===== config.mk =====
export PLATFORM = sky130hd
export DESIGN_NAME = id_murmur2_hash
export DESIGN_NICKNAME = d
export VERILOG_FILES = /design/src/rtl/core/idmh_pkg.sv /design/src/rtl/core/idmh_dp.sv /design/src/rtl/core/idmh_ctrl.sv /design/src/rtl/core/id_murmur2_hash.sv
export SDC_FILE = /design/constraint.sdc
export NUM_CORES = 1
export LEC_CHECK = 0
export ABC_AREA = 1
export BUFFER_PORTS_ARGS = -buffer_cell sky130_fd_sc_hd__buf_4
export CAP_MARGIN = 20
export CORE_MARGIN = 1
export CORE_UTILIZATION = 60
export DETAILED_ROUTE_END_ITERATION = 8
export PLACE_DENSITY = 0.79
export RECOVER_POWER = 100
export SLEW_MARGIN = 20
export SYNTH_ARGS = -nofsm -noshare
export SYNTH_HDL_FRONTEND = slang
export SYNTH_SLANG_ARGS = --single-unit

===== constraint.sdc =====
create_clock -name clk -period 23.3 [get_ports clk]
set_input_delay 1.165 -clock clk [delete_from_list [all_inputs] [get_ports clk]]
set_output_delay 1.165 -clock clk [all_outputs]
set_load 0.005 [all_outputs]

===== src/rtl/core/idmh_pkg.sv =====
package idmh_pkg;

	localparam int unsigned ID_WORDS_DEF = 5;
	localparam int unsigned WORD_W       = 32;

	localparam logic [WORD_W-1:0] MM_MAGIC = 32'h5bd1e995;

	localparam int unsigned SHIFT_K  = 24;
	localparam int unsigned SHIFT_A1 = 13;
	localparam int unsigned SHIFT_A2 = 15;

	// Multiplier operand select
	typedef enum logic [1:0] {
		OPSEL_K,
		OPSEL_H,
		OPSEL_AV
	} opsel_t;

	// Controller to datapath
	typedef struct packed {
		logic   load_word;   // capture key word
		logic   first_word;  // reload running hash from seed
		logic   step_k;      // k = k*M ^ (k*M >> 24) or k = k*M
		logic   k_xor;       // apply the shift-XOR on this k step
		logic   step_h;      // h = h*M ^ k
		logic   load_out;    // avalanche result into output register
		opsel_t opsel;
	} dp_cmd_t;

endpackage


===== src/rtl/core/idmh_dp.sv =====
module idmh_dp #(
	parameter int unsigned ID_WORDS = idmh_pkg::ID_WORDS_DEF
) (
	input  logic                           clk,
	input  logic                           arst_n,
	input  idmh_pkg::dp_cmd_t              cmd,
	input  logic [idmh_pkg::WORD_W-1:0]    key_word,
	input  logic                           cfg_we,
	input  logic [idmh_pkg::WORD_W-1:0]    cfg_data,
	output logic [idmh_pkg::WORD_W-1:0]    hash_value,
	output logic                           id_was_zero
);

	localparam logic [idmh_pkg::WORD_W-1:0] KEY_BYTES = idmh_pkg::WORD_W'(4 * ID_WORDS);

	logic [idmh_pkg::WORD_W-1:0] seed_q;
	logic [idmh_pkg::WORD_W-1:0] k_q;
	logic [idmh_pkg::WORD_W-1:0] h_q;
	logic                        zero_q;
	logic [idmh_pkg::WORD_W-1:0] hash_q;
	logic                        was_zero_q;

	logic [idmh_pkg::WORD_W-1:0] h_pre;
	logic [idmh_pkg::WORD_W-1:0] mul_a;
	logic [idmh_pkg::WORD_W-1:0] prod;
	logic [idmh_pkg::WORD_W-1:0] aval;

	// the one shared multiplier, low 32 bits kept
	assign h_pre = h_q ^ (h_q >> idmh_pkg::SHIFT_A1);

	always_comb begin
		case (cmd.opsel)
			idmh_pkg::OPSEL_K:  mul_a = k_q;
			idmh_pkg::OPSEL_H:  mul_a = h_q;
			idmh_pkg::OPSEL_AV: mul_a = h_pre;
			default:            mul_a = k_q;
		endcase
	end

	assign prod = mul_a * idmh_pkg::MM_MAGIC;
	assign aval = prod ^ (prod >> idmh_pkg::SHIFT_A2);

	always_ff @(posedge clk or negedge arst_n) begin
		if (!arst_n) begin
			seed_q <= '0;
		end else if (cfg_we) begin
			seed_q <= cfg_data;
		end
	end

	always_ff @(posedge clk) begin
		if (cmd.load_word) begin
			k_q    <= key_word;
			zero_q <= (cmd.first_word | zero_q) & (key_word == '0);
			if (cmd.first_word) begin
				h_q <= seed_q ^ KEY_BYTES;
			end
		end
		if (cmd.step_k) begin
			k_q <= cmd.k_xor ? (prod ^ (prod >> idmh_pkg::SHIFT_K)) : prod;
		end
		if (cmd.step_h) begin
			h_q <= prod ^ k_q;
		end
		if (cmd.load_out) begin
			hash_q     <= zero_q ? '0 : aval;
			was_zero_q <= zero_q;
		end
	end

	assign hash_value  = hash_q;
	assign id_was_zero = was_zero_q;

endmodule


===== src/rtl/core/idmh_ctrl.sv =====
module idmh_ctrl #(
	parameter int unsigned ID_WORDS = idmh_pkg::ID_WORDS_DEF
) (
	input  logic              clk,
	input  logic              arst_n,
	input  logic              in_valid,
	output logic              in_ready,
	output logic              out_valid,
	input  logic              out_ready,
	output idmh_pkg::dp_cmd_t cmd
);

	localparam int unsigned CNT_W = (ID_WORDS > 1) ? $clog2(ID_WORDS) : 1;
	localparam logic [CNT_W-1:0] CNT_LAST = CNT_W'(ID_WORDS - 1);

	typedef enum logic [2:0] {
		ST_IDLE,
		ST_K1,
		ST_K2,
		ST_H,
		ST_AV
	} state_t;

	state_t           state_q;
	logic [CNT_W-1:0] cnt_q;
	logic             out_valid_q;
	logic             accept;
	logic             out_free;

	assign in_ready  = (state_q == ST_IDLE);
	assign accept    = in_valid & in_ready;
	assign out_free  = ~out_valid_q | out_ready;
	assign out_valid = out_valid_q;

	always_comb begin
		cmd            = '0;
		cmd.opsel      = idmh_pkg::OPSEL_K;
		cmd.load_word  = accept;
		cmd.first_word = (cnt_q == '0);
		unique case (state_q)
			ST_IDLE: ;
			ST_K1: begin
				cmd.step_k = 1'b1;
				cmd.k_xor  = 1'b1;
			end
			ST_K2: cmd.step_k = 1'b1;
			ST_H: begin
				cmd.step_h = 1'b1;
				cmd.opsel  = idmh_pkg::OPSEL_H;
			end
			ST_AV: begin
				cmd.load_out = out_free;
				cmd.opsel    = idmh_pkg::OPSEL_AV;
			end
			default: ;
		endcase
	end

	always_ff @(posedge clk or negedge arst_n) begin
		if (!arst_n) begin
			state_q     <= ST_IDLE;
			cnt_q       <= '0;
			out_valid_q <= 1'b0;
		end else begin
			if (state_q == ST_AV && out_free) begin
				out_valid_q <= 1'b1;
			end else if (out_valid_q && out_ready) begin
				out_valid_q <= 1'b0;
			end
			unique case (state_q)
				ST_IDLE: if (accept) state_q <= ST_K1;
				ST_K1:   state_q <= ST_K2;
				ST_K2:   state_q <= ST_H;
				ST_H: begin
					if (cnt_q == CNT_LAST) begin
						state_q <= ST_AV;
					end else begin
						cnt_q   <= cnt_q + 1'b1;
						state_q <= ST_IDLE;
					end
				end
				ST_AV: begin
					// hold the finished hash until the output register frees up
					if (out_free) begin
						cnt_q   <= '0;
						state_q <= ST_IDLE;
					end
				end
				default: state_q <= ST_IDLE;
			endcase
		end
	end

	a_cnt_range: assert property (@(posedge clk) disable iff (!arst_n)
		cnt_q <= CNT_LAST)
		else $error("word count past identifier length");

	a_one_word: assert property (@(posedge clk) disable iff (!arst_n)
		accept |=> !in_ready)
		else $error("second word taken while mixing");

	a_no_overwrite: assert property (@(posedge clk) disable iff (!arst_n)
		cmd.load_out |-> (!out_valid_q || out_ready))
		else $error("result overwrote an untaken word");

	a_out_from_av: assert property (@(posedge clk) disable iff (!arst_n)
		$rose(out_valid_q) |-> $past(state_q == ST_AV))
		else $error("result raised outside avalanche");

	a_av_after_last: assert property (@(posedge clk) disable iff (!arst_n)
		(state_q == ST_H && cnt_q == CNT_LAST) |=> state_q == ST_AV)
		else $error("last word did not enter avalanche");

endmodule


===== src/rtl/core/id_murmur2_hash.sv =====
// channel   dir  handshake             payload
// s_*       in   s_tvalid / s_tready   s_tdata = key_word
// m_*       out  m_tvalid / m_tready   m_tdata = hash_value, m_tuser = id_was_zero
// cfg_*     in   cfg_valid / cfg_ready cfg_data = hash_seed
//
// Each key word passes in turn through the one shared 32x32 multiplier
// (k*M, k*M again, h*M), and the next word is taken only once the last is done;
// the last word of an identifier adds an avalanche step.
// Reset clears the seed to 0 and starts a new identifier.
// A finished hash waits in the output register; the next identifier's words are
// taken meanwhile, and only the next avalanche stalls until m_tready.
module id_murmur2_hash #(
	parameter int unsigned ID_WORDS = idmh_pkg::ID_WORDS_DEF
) (
	input  logic                        clk,
	input  logic                        arst_n,
	input  logic                        s_tvalid,
	output logic                        s_tready,
	input  logic [idmh_pkg::WORD_W-1:0] s_tdata,   // [31:0] key_word
	output logic                        m_tvalid,
	input  logic                        m_tready,
	output logic [idmh_pkg::WORD_W-1:0] m_tdata,   // [31:0] hash_value
	output logic [0:0]                  m_tuser,   // [0] id_was_zero
	input  logic                        cfg_valid,
	output logic                        cfg_ready,
	input  logic [idmh_pkg::WORD_W-1:0] cfg_data   // [31:0] hash_seed
);

	idmh_pkg::dp_cmd_t cmd;
	logic              was_zero;

	assign cfg_ready  = 1'b1;
	assign m_tuser[0] = was_zero;

	idmh_ctrl #(
		.ID_WORDS (ID_WORDS)
	) u_ctrl (
		.clk       (clk),
		.arst_n    (arst_n),
		.in_valid  (s_tvalid),
		.in_ready  (s_tready),
		.out_valid (m_tvalid),
		.out_ready (m_tready),
		.cmd       (cmd)
	);

	idmh_dp #(
		.ID_WORDS (ID_WORDS)
	) u_dp (
		.clk         (clk),
		.arst_n      (arst_n),
		.cmd         (cmd),
		.key_word    (s_tdata),
		.cfg_we      (cfg_valid & cfg_ready),
		.cfg_data    (cfg_data),
		.hash_value  (m_tdata),
		.id_was_zero (was_zero)
	);

endmodule


==> reports/qor.yml <==
status:
  status: "finished, violations left"
  failing_checks: "DRC, capacitance limit, slew limit"
synth:
  synth_top_family_by_area: "adder cells"
  yosys_most_used_dff: "edfxtp_1"
  yosysUniqueCellTypes: 53
  ys_seq_elements: 137
  synth-compound-area-share_pct: 6.811
  synth.yosys.warnings: 0
  synth-edff-count: 98
  synthesis.instances: 1796
  synth_fa_ha_area_share_pct: 39.26
  synth.avg_cell_area_um2: 8.950
  netlist_area_before_placement_mm2: 0.01607
  ys_seq_area_share_pct: 24.38
  syn-num-nets: 2262
  muxShareOfSynthArea_pct: 1.541
  postSynth.asyncResetShare_pct: 28.47
  post_synth_and_or_nand_nor_area_fraction_pct: 12.97
  synth_xor_xnor_area_share_pct: 3.160
floorplan:
  fp_rows: 59
  die_x_um: 165.7
  num_io_pins: 105
  die_h_um: 165.7
  initial_utilization_pct: 61.51
  fp.dieArea_mm2: 0.02745
  placeable_area_mm2: 0.02613
final_layout:
  num-fill-cells: 2102
  finalNetCount: 2364
  syn_to_final_growth_pct: 10.35
  layout.cells.most_common_list: "inv_1 (462), nand2_1 (305), ha_1 (218)"
  post_route_cells_drive_above_1_share_pct: 9.942
  postLayoutCellArea_mm2: 0.01774
  layout_commonest_cell: "inv_1"
  num_antenna_cells: 0
  multiInputGateArea_mm2: 0.01022
  ff_latch_area_mm2: 0.003919
  layout.cells.non_filler: 2246
hold_path:
  hp-class: "reg -> reg"
  min-delay-start: "u_dp.seed_q[12]$_DFFE_PN0P_"
sta:
  finalHoldViolations: 0
  fmaxAchievable_mhz: 84.80
  final.setup.worst_slack_ps: 11510
  worst_clock_skew_ps: 10.57
  timing.final.crit_period_ps: 11790
  max-slew-margin-rel_pct: -41.18
  unrepaired_setup_endpoints_after_global_routing: "false"
  setup_tns_final_ps: 0
  fin_crit_sh_pct: 50.61
  setup_viol_count_final: 0
  report.final.slew_viol_count: 232
  worst_max_slew_pin_slew_ps: 2118
critical_path:
  critical_path.reg2reg.startpoint: "u_ctrl.state_q[0]$_DFFE_PN0P_"
  timing.critical_path.arrival_ps: 11960
  crit_type: "reg -> reg"
  crit_path_end_kind: "flop"
  cp_max_fo: 55
  worst_setup_path_startpoint: "u_ctrl.state_q[0]$_DFFE_PN0P_"
  critPathSlowestCell: "nand3_1"
  timing.critical_path.slowest_cell_delay_ps: 1540
  crit_path_launch_type: "flop"
  worst-endpoint-required_ps: 23470
  regToRegSetupSlack_ps: 11510
routing:
  dr.pass1.iters: 9
  detailedRoute.firstIterationViolations: 1293
  drt-wirelength-per-cell_um: 21.36
  routed-via-count: 12908
  detail_route.vias_per_cell: 5.747
  drtAntennaViolNets: 0
  drt-total-wl_mm: 47.98
  remaining_routing_drc_violations: 2
clock_network:
  cts_tree: "built"
  cts_sinks: 137
  ctsHtreeMaxLevel: 4
  postCtsSetupRepairBufs: 0
  cts_buffer_depth: 2
  ctsHoldBuffers: 0
  clock-root-buffer: "clkbuf_16"
  clkLatencyLatePin_ps: 440
  number_of_gates_resized_after_cts: 0
  path_clk_slew_ps: 60
  cts_buffers: 17
place:
  place.detailed.instances: 2212
  placedInstanceArea_mm2: 0.01722
  place_hpwl_mm: 38.59
  port_buffers: 103
  place.gp.congestion: 0.9883
  pre_cts_worst_setup_slack_ps: 13650
grt:
  grt_max_degree: 56
  globalRoute.totalOverflow: 0
  grt_usage_pct: 36.27
  grt_first_pass_wirelength_mm: 74.22
  grt_pass1_vias: 13034
  grt_antenna_before_repair: 0
job:
  drv_cap: 6
sequential cells by signal, summed over array words and instances, names as in the netlist:
name,flops
u_ctrl.cnt_q,3
u_ctrl.out_valid,1
u_dp.k_q,32
u_dp.zero_q,1
u_dp.seed_q,32
u_dp.id_was_zero,1
u_dp.h_q,32
u_dp.hash_value,32
u_ctrl.state_q,3
final cells by class:
cell class	instances	area share, %
inverter	468	9.903
clock inverter	13	0.6842
tap	335	2.363
sequential	137	22.09
multi-input combinational	1158	57.64
clock buffer	19	2.617
timing repair buffer	116	4.698
Yosys cell counts, types with 4 or more instances:
cell | instances | area [µm²]
nor2_1 | 51 | 191.4
inv_2 | 5 | 18.77
nor4_1 | 7 | 43.79
ha_1 | 218 | 2728
a21oi_1 | 51 | 255.2
inv_1 | 461 | 1730
nand3b_1 | 4 | 30.03
xnor2_1 | 25 | 219.0
nand4_1 | 6 | 37.54
o311ai_0 | 6 | 52.55
o21ai_1 | 5 | 25.02
dfrtp_1 | 39 | 975.9
or2_2 | 8 | 50.05
nand2_1 | 302 | 1134
nor3_1 | 5 | 25.02
a22oi_1 | 5 | 37.54
edfxtp_1 | 98 | 2943
nand3_1 | 73 | 365.4
a21o_1 | 4 | 30.03
fa_1 | 179 | 3583
o21ai_0 | 99 | 495.5
xor2_1 | 33 | 289.0
o211ai_1 | 7 | 52.55
nand2_2 | 15 | 93.84
mux2_2 | 22 | 247.7
clkbuf_1 | 24 | 90.09
critical path, delay by kind of cell (launching register included):
kind	cells	cell delay [ps]
compound gates	3	880
buf+inv	7	2270
fa+ha+maj	9	3870
flops	1	470
xor+xnor	2	840
simple gates	8	3170
routing by layer:
layer,share of wire (%),GRT usage (%)
met4,4.4,13.45
met2,46,58.73
met1,41,49.75
met5,0,0
met3,8.9,5.400
logic make-up after synthesis:
family,after synthesis
DFF,137
adders and majority gates,397
and+or+nand+nor,484
muxes,22
xor gates and xnor gates,58
buffers and inverters,501
other,1
AOI/OAI and AO/OA,196
stage by stage:
step           hold slack, ps  utilization [%]
6_report                520.0            67.88
5_1_grt                 529.5            67.88
4_1_cts                 517.8            68.14
3_5_place_dp            504.1            65.90
3_3_place_gp            491.9            65.90
2_1_floorplan           481.1                -
path summary, 6_finish.rpt:
kind	end	cells past startpoint
min in group asynchronous	u_dp.seed_q[31]$_DFFE_PN0P_	1
max in group asynchronous	u_dp.seed_q[13]$_DFFE_PN0P_	1
hold reg to reg	u_dp.seed_q[12]$_DFFE_PN0P_	1
setup / recovery	u_dp.k_q[3]$_DFFE_PP_	29
setup reg to reg	u_dp.k_q[3]$_DFFE_PP_	29
hold / removal	u_dp.seed_q[12]$_DFFE_PN0P_	1
Power is not shown: default switching activity piles up to over one toggle a cycle in this logic, so the estimate is an artifact.
